$ cat src/hw/rtl/rcp_pkg.sv
`default_nettype none

package rcp_pkg;

    localparam int LEN_BITS = 16;
    localparam int KEY_BITS = 64;
    localparam int SEEN_BITS = 16;

    typedef enum logic [3:0] {
        PH_CNT      = 4'd0,
        PH_TLEN     = 4'd1,
        PH_TYPE     = 4'd2,
        PH_TYPE_END = 4'd3,
        PH_KLEN     = 4'd4,
        PH_KEY      = 4'd5,
        PH_KEY_END  = 4'd6,
        PH_VLEN     = 4'd7,
        PH_VAL      = 4'd8,
        PH_VAL_END  = 4'd9
    } phase_t;

    localparam logic [1:0] SUB_START  = 2'd0;
    localparam logic [1:0] SUB_DIGITS = 2'd1;
    localparam logic [1:0] SUB_CR     = 2'd2;

    localparam logic [1:0] KIND_DATA = 2'd0;
    localparam logic [1:0] KIND_DONE = 2'd1;
    localparam logic [1:0] KIND_PEND = 2'd2;

    localparam logic [1:0] CMD_UNKNOWN = 2'd0;
    localparam logic [1:0] CMD_SET     = 2'd1;
    localparam logic [1:0] CMD_GET     = 2'd2;
    localparam logic [1:0] CMD_DEL     = 2'd3;

    localparam logic [7:0] CH_STAR   = 8'h2a;
    localparam logic [7:0] CH_DOLLAR = 8'h24;
    localparam logic [7:0] CH_CR     = 8'h0d;
    localparam logic [7:0] CH_LF     = 8'h0a;
    localparam logic [7:0] CH_ZERO   = 8'h30;
    localparam logic [7:0] CH_NINE   = 8'h39;

    typedef struct packed {
        logic [7:0] in_byte;
        logic       chunk_last;
        logic [7:0] conn_tag;
    } in_t;

    typedef struct packed {
        logic [1:0]  kind;
        logic [7:0]  value_byte;
        logic [1:0]  cmd_type;
        logic [63:0] key_number;
        logic [15:0] arg_count;
        logic [15:0] value_length;
        logic [7:0]  out_tag;
    } out_t;

    typedef struct packed {
        logic valid;
        out_t data;
    } res_t;

    // letters of SET, GET and DEL
    function automatic logic [7:0] type_char(input logic [1:0] word, input logic [1:0] pos);
        logic [7:0] c;
        c = 8'h00;
        case (pos)
            2'd0: begin
                case (word)
                    2'd0: c = 8'h53;
                    2'd1: c = 8'h47;
                    2'd2: c = 8'h44;
                    default: c = 8'h00;
                endcase
            end
            2'd1: c = 8'h45;
            2'd2: begin
                case (word)
                    2'd2: c = 8'h4c;
                    default: c = 8'h54;
                endcase
            end
            default: c = 8'h00;
        endcase
        return c;
    endfunction

endpackage

`default_nettype wire

$ cat src/hw/rtl/rcp_in_stage.sv
`default_nettype none

module rcp_in_stage (
    input  wire logic        aclk,
    input  wire logic        aresetn,
    input  wire logic        s_valid,
    output logic             s_ready,
    input  wire rcp_pkg::in_t s_payload,
    input  wire logic        advance,
    output logic             item_valid,
    output rcp_pkg::in_t     item
);

    logic         valid_reg;
    rcp_pkg::in_t data_reg;

    assign s_ready    = !valid_reg || advance;
    assign item_valid = valid_reg;
    assign item       = data_reg;

    always_ff @(posedge aclk) begin
        if (!aresetn) begin
            valid_reg <= 1'b0;
        end else if (s_ready) begin
            valid_reg <= s_valid;
        end
    end

    always_ff @(posedge aclk) begin
        if (s_ready && s_valid) begin
            data_reg <= s_payload;
        end
    end

endmodule

`default_nettype wire

$ cat src/hw/rtl/rcp_core.sv
`default_nettype none

module rcp_core (
    input  wire logic         aclk,
    input  wire logic         aresetn,
    input  wire logic         step,
    input  wire rcp_pkg::in_t item,
    output rcp_pkg::res_t     res
);

    localparam int LB = rcp_pkg::LEN_BITS;
    localparam int KB = rcp_pkg::KEY_BITS;
    localparam int SB = rcp_pkg::SEEN_BITS;

    typedef struct packed {
        logic          done;
        logic [LB-1:0] accum;
        logic [LB-1:0] sub;
    } len_step_t;

    function automatic logic [LB-1:0] add_digit(input logic [LB-1:0] a, input logic [7:0] b);
        return (a << 3) + (a << 1) + LB'(b) - LB'(rcp_pkg::CH_ZERO);
    endfunction

    function automatic len_step_t len_step(input logic [LB-1:0] accum,
                                           input logic [LB-1:0] sub,
                                           input logic [7:0] b,
                                           input logic [7:0] marker);
        len_step_t r;
        r.done  = 1'b0;
        r.accum = accum;
        r.sub   = sub;
        if (sub == LB'(rcp_pkg::SUB_START)) begin
            if (b == rcp_pkg::CH_LF) begin
                r.done = 1'b1;
            end else if (b == marker) begin
                r.sub = LB'(rcp_pkg::SUB_DIGITS);
            end else if (b == rcp_pkg::CH_CR) begin
                r.sub = LB'(rcp_pkg::SUB_CR);
            end else begin
                r.accum = add_digit(accum, b);
                r.sub   = LB'(rcp_pkg::SUB_DIGITS);
            end
        end else if (b == rcp_pkg::CH_CR) begin
            r.sub = LB'(rcp_pkg::SUB_CR);
        end else if (sub == LB'(rcp_pkg::SUB_CR) && b == rcp_pkg::CH_LF) begin
            r.done = 1'b1;
        end else begin
            r.accum = add_digit(accum, b);
            r.sub   = LB'(rcp_pkg::SUB_DIGITS);
        end
        return r;
    endfunction

    rcp_pkg::phase_t phase_reg, phase_next;
    logic [LB-1:0]   accum_reg, accum_next;
    logic [LB-1:0]   left_reg, left_next;
    logic [KB-1:0]   key_reg, key_next;
    logic [2:0]      match_reg, match_next;
    logic [SB-1:0]   seen_reg, seen_next;
    logic [LB-1:0]   count_reg, count_next;
    logic [LB-1:0]   vlen_reg, vlen_next;
    logic [1:0]      type_reg, type_next;

    len_step_t       ls;
    logic [LB-1:0]   len_accum_in;
    logic [LB-1:0]   len_sub_in;
    logic [7:0]      marker;
    logic [LB-1:0]   left_dec;
    logic [KB-1:0]   key_plus;
    logic [1:0]      type_found;
    logic            is_digit;
    logic            do_complete;
    logic [KB-1:0]   done_key;

    assign left_dec = left_reg - LB'(1);
    assign key_plus = key_reg + KB'(1);
    assign is_digit = item.in_byte >= rcp_pkg::CH_ZERO && item.in_byte <= rcp_pkg::CH_NINE;

    always_comb begin
        if (seen_reg != SB'(3)) begin
            type_found = rcp_pkg::CMD_UNKNOWN;
        end else if (match_reg[0]) begin
            type_found = rcp_pkg::CMD_SET;
        end else if (match_reg[1]) begin
            type_found = rcp_pkg::CMD_GET;
        end else if (match_reg[2]) begin
            type_found = rcp_pkg::CMD_DEL;
        end else begin
            type_found = rcp_pkg::CMD_UNKNOWN;
        end
    end

    // shared length-field step; unused phase codes restart from a clean field
    always_comb begin
        marker       = rcp_pkg::CH_DOLLAR;
        len_accum_in = accum_reg;
        len_sub_in   = left_reg;
        case (phase_reg)
            rcp_pkg::PH_TLEN, rcp_pkg::PH_KLEN, rcp_pkg::PH_VLEN: begin
                marker = rcp_pkg::CH_DOLLAR;
            end
            rcp_pkg::PH_CNT: begin
                marker = rcp_pkg::CH_STAR;
            end
            default: begin
                marker       = rcp_pkg::CH_STAR;
                len_accum_in = '0;
                len_sub_in   = LB'(rcp_pkg::SUB_START);
            end
        endcase
        ls = len_step(len_accum_in, len_sub_in, item.in_byte, marker);
    end

    // state update
    always_comb begin
        phase_next  = phase_reg;
        accum_next  = accum_reg;
        left_next   = left_reg;
        key_next    = key_reg;
        match_next  = match_reg;
        seen_next   = seen_reg;
        count_next  = count_reg;
        vlen_next   = vlen_reg;
        type_next   = type_reg;
        do_complete = 1'b0;
        done_key    = key_reg;
        case (phase_reg)
            rcp_pkg::PH_TLEN: begin
                accum_next = ls.accum;
                left_next  = ls.sub;
                if (ls.done) begin
                    left_next  = ls.accum;
                    seen_next  = '0;
                    match_next = 3'b111;
                    phase_next = (ls.accum != '0) ? rcp_pkg::PH_TYPE : rcp_pkg::PH_TYPE_END;
                end
            end
            rcp_pkg::PH_TYPE: begin
                if (seen_reg < SB'(3)) begin
                    for (int i = 0; i < 3; i++) begin
                        if (rcp_pkg::type_char(2'(i), seen_reg[1:0]) != item.in_byte) begin
                            match_next[i] = 1'b0;
                        end
                    end
                end
                if (seen_reg != '1) begin
                    seen_next = seen_reg + SB'(1);
                end
                left_next = left_dec;
                if (left_dec == '0) begin
                    phase_next = rcp_pkg::PH_TYPE_END;
                end
            end
            rcp_pkg::PH_TYPE_END: begin
                if (item.in_byte == rcp_pkg::CH_LF) begin
                    type_next  = type_found;
                    phase_next = rcp_pkg::PH_KLEN;
                    accum_next = '0;
                    left_next  = LB'(rcp_pkg::SUB_START);
                end
            end
            rcp_pkg::PH_KLEN: begin
                accum_next = ls.accum;
                left_next  = ls.sub;
                if (ls.done) begin
                    left_next  = ls.accum;
                    key_next   = '0;
                    phase_next = (ls.accum != '0) ? rcp_pkg::PH_KEY : rcp_pkg::PH_KEY_END;
                end
            end
            rcp_pkg::PH_KEY: begin
                if (is_digit) begin
                    key_next = (key_reg << 3) + (key_reg << 1)
                             + KB'(item.in_byte - rcp_pkg::CH_ZERO);
                end
                left_next = left_dec;
                if (left_dec == '0) begin
                    phase_next = rcp_pkg::PH_KEY_END;
                end
            end
            rcp_pkg::PH_KEY_END: begin
                if (item.in_byte == rcp_pkg::CH_LF) begin
                    key_next = key_plus;
                    if (type_reg >= rcp_pkg::CMD_GET) begin
                        do_complete = 1'b1;
                        done_key    = key_plus;
                    end else begin
                        phase_next = rcp_pkg::PH_VLEN;
                        accum_next = '0;
                        left_next  = LB'(rcp_pkg::SUB_START);
                    end
                end
            end
            rcp_pkg::PH_VLEN: begin
                accum_next = ls.accum;
                left_next  = ls.sub;
                if (ls.done) begin
                    vlen_next  = ls.accum;
                    left_next  = ls.accum;
                    phase_next = (ls.accum != '0) ? rcp_pkg::PH_VAL : rcp_pkg::PH_VAL_END;
                end
            end
            rcp_pkg::PH_VAL: begin
                left_next = left_dec;
                if (left_dec == '0) begin
                    phase_next = rcp_pkg::PH_VAL_END;
                end
            end
            rcp_pkg::PH_VAL_END: begin
                if (item.in_byte == rcp_pkg::CH_LF) begin
                    do_complete = 1'b1;
                end
            end
            default: begin
                if (phase_reg != rcp_pkg::PH_CNT) begin
                    phase_next = rcp_pkg::PH_CNT;
                    key_next   = '0;
                    match_next = 3'b111;
                    seen_next  = '0;
                    count_next = '0;
                    vlen_next  = '0;
                    type_next  = rcp_pkg::CMD_UNKNOWN;
                end
                accum_next = ls.accum;
                left_next  = ls.sub;
                if (ls.done) begin
                    count_next = ls.accum;
                    phase_next = rcp_pkg::PH_TLEN;
                    accum_next = '0;
                    left_next  = LB'(rcp_pkg::SUB_START);
                end
            end
        endcase
        if (do_complete) begin
            phase_next = rcp_pkg::PH_CNT;
            accum_next = '0;
            left_next  = LB'(rcp_pkg::SUB_START);
            key_next   = '0;
            match_next = 3'b111;
            seen_next  = '0;
            count_next = '0;
            vlen_next  = '0;
            type_next  = rcp_pkg::CMD_UNKNOWN;
        end
    end

    // result of this byte
    always_comb begin
        res       = '0;
        if (phase_reg == rcp_pkg::PH_VAL) begin
            res.valid           = 1'b1;
            res.data.kind       = rcp_pkg::KIND_DATA;
            res.data.value_byte = item.in_byte;
        end else if (do_complete) begin
            res.valid             = 1'b1;
            res.data.kind         = rcp_pkg::KIND_DONE;
            res.data.cmd_type     = type_reg;
            res.data.key_number   = done_key;
            res.data.arg_count    = 16'(count_reg);
            res.data.value_length = (type_reg >= rcp_pkg::CMD_GET) ? 16'd0 : 16'(vlen_reg);
            res.data.out_tag      = item.conn_tag;
        end else if (item.chunk_last
                     && !(phase_next == rcp_pkg::PH_CNT
                          && left_next == LB'(rcp_pkg::SUB_START))) begin
            res.valid        = 1'b1;
            res.data.kind    = rcp_pkg::KIND_PEND;
            res.data.out_tag = item.conn_tag;
        end
        res.valid = res.valid && step;
    end

    always_ff @(posedge aclk) begin
        if (!aresetn) begin
            phase_reg <= rcp_pkg::PH_CNT;
            accum_reg <= '0;
            left_reg  <= '0;
            key_reg   <= '0;
            match_reg <= 3'b111;
            seen_reg  <= '0;
            count_reg <= '0;
            vlen_reg  <= '0;
            type_reg  <= rcp_pkg::CMD_UNKNOWN;
        end else if (step) begin
            phase_reg <= phase_next;
            accum_reg <= accum_next;
            left_reg  <= left_next;
            key_reg   <= key_next;
            match_reg <= match_next;
            seen_reg  <= seen_next;
            count_reg <= count_next;
            vlen_reg  <= vlen_next;
            type_reg  <= type_next;
        end
    end

endmodule

`default_nettype wire

$ cat src/hw/rtl/rcp_out_stage.sv
`default_nettype none

module rcp_out_stage (
    input  wire logic          aclk,
    input  wire logic          aresetn,
    input  wire rcp_pkg::res_t res,
    output logic               advance,
    output logic               m_valid,
    input  wire logic          m_ready,
    output rcp_pkg::out_t      m_payload
);

    logic          valid_reg;
    rcp_pkg::out_t data_reg;

    assign advance   = !valid_reg || m_ready;
    assign m_valid   = valid_reg;
    assign m_payload = data_reg;

    always_ff @(posedge aclk) begin
        if (!aresetn) begin
            valid_reg <= 1'b0;
        end else if (advance) begin
            valid_reg <= res.valid;
        end
    end

    always_ff @(posedge aclk) begin
        if (advance && res.valid) begin
            data_reg <= res.data;
        end
    end

endmodule

`default_nettype wire

$ cat src/hw/rtl/resp_command_parser.sv
`default_nettype none

// RESP command parser: takes one byte of a RESP array command per cycle and
// returns at most one result per byte: a value data byte, a command completion
// (type, key number, count, value length, tag) or a pending marker at a chunk
// end with a command still open. Every byte, including those that give no
// result, is accepted at one per cycle as long as the result register drains;
// a byte passes through the input register and then the parse step, which
// updates the command state and loads the result register.
// The parse state is updated once per byte, so throughput is bound only by
// back-pressure on the result channel.
module resp_command_parser (
    input  wire logic          aclk,
    input  wire logic          aresetn,
    input  wire logic          s_valid,
    output logic               s_ready,
    input  wire rcp_pkg::in_t  s_payload,
    output logic               m_valid,
    input  wire logic          m_ready,
    output rcp_pkg::out_t      m_payload
);

    logic          advance;
    logic          item_valid;
    rcp_pkg::in_t  item;
    rcp_pkg::res_t res;

    rcp_in_stage u_in (
        .aclk       (aclk),
        .aresetn    (aresetn),
        .s_valid    (s_valid),
        .s_ready    (s_ready),
        .s_payload  (s_payload),
        .advance    (advance),
        .item_valid (item_valid),
        .item       (item)
    );

    rcp_core u_core (
        .aclk    (aclk),
        .aresetn (aresetn),
        .step    (item_valid && advance),
        .item    (item),
        .res     (res)
    );

    rcp_out_stage u_out (
        .aclk      (aclk),
        .aresetn   (aresetn),
        .res       (res),
        .advance   (advance),
        .m_valid   (m_valid),
        .m_ready   (m_ready),
        .m_payload (m_payload)
    );

    // input stalls only behind a blocked result
    a_stall_cause: assert property (@(posedge aclk) disable iff (!aresetn)
        !s_ready |-> m_valid && !m_ready)
        else $error("input stalled without output back-pressure");

    a_data_clean: assert property (@(posedge aclk) disable iff (!aresetn)
        m_valid && m_payload.kind == rcp_pkg::KIND_DATA |->
            m_payload.cmd_type == rcp_pkg::CMD_UNKNOWN && m_payload.key_number == 64'd0
            && m_payload.out_tag == 8'd0)
        else $error("data result carries completion fields");

    a_no_vlen_read: assert property (@(posedge aclk) disable iff (!aresetn)
        m_valid && m_payload.kind == rcp_pkg::KIND_DONE
            && (m_payload.cmd_type == rcp_pkg::CMD_GET || m_payload.cmd_type == rcp_pkg::CMD_DEL)
            |-> m_payload.value_length == 16'd0)
        else $error("read or delete completion with value length");

    a_pend_clean: assert property (@(posedge aclk) disable iff (!aresetn)
        m_valid && m_payload.kind == rcp_pkg::KIND_PEND |->
            m_payload.value_byte == 8'd0 && m_payload.key_number == 64'd0
            && m_payload.arg_count == 16'd0)
        else $error("pending result carries request fields");

endmodule

`default_nettype wire

$ cat config.mk
export PLATFORM = sky130hd
export DESIGN_NAME = resp_command_parser
export DESIGN_NICKNAME = d
export VERILOG_FILES = /design/src/hw/rtl/rcp_pkg.sv /design/src/hw/rtl/rcp_in_stage.sv /design/src/hw/rtl/rcp_core.sv /design/src/hw/rtl/rcp_out_stage.sv /design/src/hw/rtl/resp_command_parser.sv
export SDC_FILE = /design/constraint.sdc
export NUM_CORES = 1
export LEC_CHECK = 0
export BUFFER_PORTS_ARGS = -buffer_cell sky130_fd_sc_hd__clkbuf_2
export CAP_MARGIN = 5
export CORE_ASPECT_RATIO = 0.5
export CORE_MARGIN = 2
export CORE_UTILIZATION = 60
export CTS_CLUSTER_DIAMETER = 120
export DETAILED_ROUTE_END_ITERATION = 16
export GPL_TIMING_DRIVEN = 0
export PLACE_DENSITY = 0.79
export SETUP_SLACK_MARGIN = 0.15
export SLEW_MARGIN = 15
export SYNTH_ARGS = -nofsm -noshare
export SYNTH_HDL_FRONTEND = slang
export SYNTH_HIERARCHICAL = 1
export SYNTH_SLANG_ARGS = --single-unit
$ cat constraint.sdc
create_clock -name aclk -period 12.8 [get_ports aclk]
set_input_delay 0.64 -clock aclk [delete_from_list [all_inputs] [get_ports aclk]]
set_output_delay 0.64 -clock aclk [all_outputs]
set_load 0.02 [all_outputs]
==> metrics.txt <==
RSZ-0062 raised after global routing no; post-DR wirelength/cell 21.2 um; WP data arrival 7240 ps; dpl hpwl 49800 um; Post-DP Area 22500 um2; io pins 139; post-synth top area cell edfxtp_1; Hold Buf Count CTS 0; vias in the first global route 18550; library cells used by synthesis 90; Hold Path Stages 1; die height 137 um; via count 19927; Setup Viol. Count Final 0; Rows 48; worst-margin pin slew 1320 ps; Area Overhead vs Synth 10.8%; Final Hold Viols 0; hold wc startpoint s_payload[16]; Reg2Reg Depth 23; DR iter-0 viols 2767; Synth warnings 6; antenna-violating nets left 0; Hold Path Class primary input to flop; Slew headroom 10.9%; final WL 66100 um; largest net degree at the start of global routing 59; Mapped Area 21100 um2; Pleak 9.14 nW; number of flip-flops in the largest register 116; total CTS buffers 27; Clock Skew 12.4 ps; Avg Vias per Cell 6.39; Total GRT Usage 35.2%; total die area 36800 um2; hold worst-path end u_in/item[16]; Starting Density 61.1%; first-pass GRT wire length 103000 um; root buf cell clkbuf_16; outcome finished, final reports clean; ranking of synthesized cells by area edfxtp_1 19%, dfxtp_1 15%, ha_1 6.4%; DRT Pass-1 Iters 6; Final Wtd Congestion 1.04; ant diodes 0; pre-CTS setup slack 6260 ps; core area 34600 um2; CP required 13280 ps; kind of end point of the critical path flop; Max FO, Critical Path 10; Synth Register Bits 288; pwr/cell area 104 nW/um2; nets@finish 2815; Port Buffers 138; period utilization 52.7%; Final Max Slew Viols 0; Final Instance Area 23400 um2; final setup margin 6050 ps; H-Tree Depth 1; Fill cells 2869; Peak supply drop 0.000183 V; Residual DRC 0; Bufs on Longest Clock Path 3; Top FF cell, synth dfxtp_1; Die W 269 um; max cap viols 0; Worst R2R Start u_core/phase_reg[2]; ratio of cells with drive above 1 in the final layout 9.08%; cells resized by post-CTS repair 0; syn nets 2639; most common cell in the netlist nand2_1; Remaining Overflow, GRT 0; RR Endpoint u_core/phase_reg[0]; CP Launch Type flop; min Tclk post-route 6750 ps; CTS Sinks 288; Yosys top cell area share 18.9%; Post-synth EDFFs 133; initial antenna violation count 0; Max Clk Rate 0.148 GHz; Worst-Skew Late Latency 580 ps; crit path kind flop to flop; setup slack, reg-to-reg 6050 ps; Post-CTS Setup Bufs 0; synthesized instance count 2445; Synth Area per Inst 8.64 um2; sequential area share after synthesis 33.6%; post-synthesis async set-or-reset flop share 0%; Clock Pin Slew Worst Setup and Hold Paths 80 ps; CTS tree built; top post-synthesis cells by count 201 x nand2_1, 188 x nor2_1, 156 x o21ai_0
[where the power goes]
group          switching [mW]  total [mW]  internal (mW)
clock network           0.382       0.842          0.460
logic                   0.411       0.608          0.197
registers              0.0132       0.989          0.976
total                   0.807        2.44           1.63
[placed cells by master (no fill, tap or decap), drive strengths merged, types with 9 or more instances in the layout]
master,n
ha,108
xnor2,79
nor2,190
and3,38
fa,65
a221oi,15
o211ai,14
a21o,49
nor3b,10
dfxtp,155
nor2b,98
nor3,72
nand2b,26
o22ai,36
edfxtp,133
a21oi,148
a31oi,13
o31ai,11
nand3,75
inv,99
buf,31
nand4,45
a21boi,26
o21a,19
or3,34
a22oi,78
clkinv,9
nor4,19
clkbuf,291
xor2,71
o21bai,13
and2,83
nand2,201
mux2i,9
o21ai,165
[logic make-up (layout without fill, tap and decap cells)]
kind of cell / Yosys count / count (layout) / synth area share [%]
simple gates: 928 / 928 / 22.7
buf+inv: 238 / 435 / 4.34
mux: 13 / 13 / 0.639
fa+ha+maj: 173 / 173 / 12.6
xor+xnor: 150 / 150 / 6.22
flops: 288 / 288 / 33.6
compound gates: 655 / 655 / 20.0
[final cells by class]
| cell class | count | area (um2) | share of cell area [%] |
|---|---|---|---|
| Multi-Input combinational cell | 1919 | 13100 | 56.1 |
| Buffer | 140 | 549 | 2.35 |
| Tap cell | 475 | 594 | 2.54 |
| Sequential cell | 288 | 7100 | 30.3 |
| Clock buffer | 35 | 716 | 3.06 |
| Inverter | 98 | 368 | 1.57 |
| Clock inverter | 15 | 175 | 0.748 |
| Timing Repair Buffer | 147 | 791 | 3.38 |
[per-layer routing]
metal,part of all wire (%),vias to the layer above,track usage (%),wire (um)
li1,-,9184,-,-
met1,42,9377,48.7,27600
met2,43,1178,54.2,28300
met3,12,188,8.93,8060
met4,3.3,0,11.7,2180
met5,0,-,0,0
[stage by stage]
step                      hold WS [ps]  total power, mW  TNS (ps)  instances  utilization, %
after global routing               217             2.52         0       3117            67.7
after floorplan                    436             1.39         0       2445               -
after CTS                          216             2.43         0       3117            67.7
after global placement             461             1.58      -848       3058            64.8
final                              231             2.44         0       3117            67.7
after detailed placement           465             1.60         0       3067            65.1
[how the worst max path moves through the flow]
stage                                     end                 from  slack, ps  cells past startpoint
after floorplan            u_core/key_reg[57]        u_in/item[13]       3030                     15
after global placement     u_core/key_reg[60]        u_in/item[13]       -290                     15
after detailed placement  u_core/phase_reg[0]  u_core/phase_reg[2]       6260                     22
after CTS                 u_core/phase_reg[0]  u_core/phase_reg[2]       6220                     22
after global routing      u_core/phase_reg[0]  u_core/phase_reg[2]       5630                     23
final                     u_core/phase_reg[0]  u_core/phase_reg[2]       6050                     23
[critical path, cell delays in order (launching register included)]
cell and delay [ps]:
dfxtp_1 310, buf_2 200, nand2_1 90, and2_1 190
nor3_2 370, clkbuf_1 510, clkbuf_1 420, nand2_1 170
inv_1 130, ha_1 160, a21o_1 110, fa_1 420
ha_1 350, and3_1 180, a221oi_1 440, a21oi_1 180
a21o_1 200, a21oi_1 220, xor2_1 190, o21ai_0 450
or3b_2 640, nor4_2 380, o221ai_1 200, o21a_1 140
Note: power is estimated with default switching activity, not from simulation.
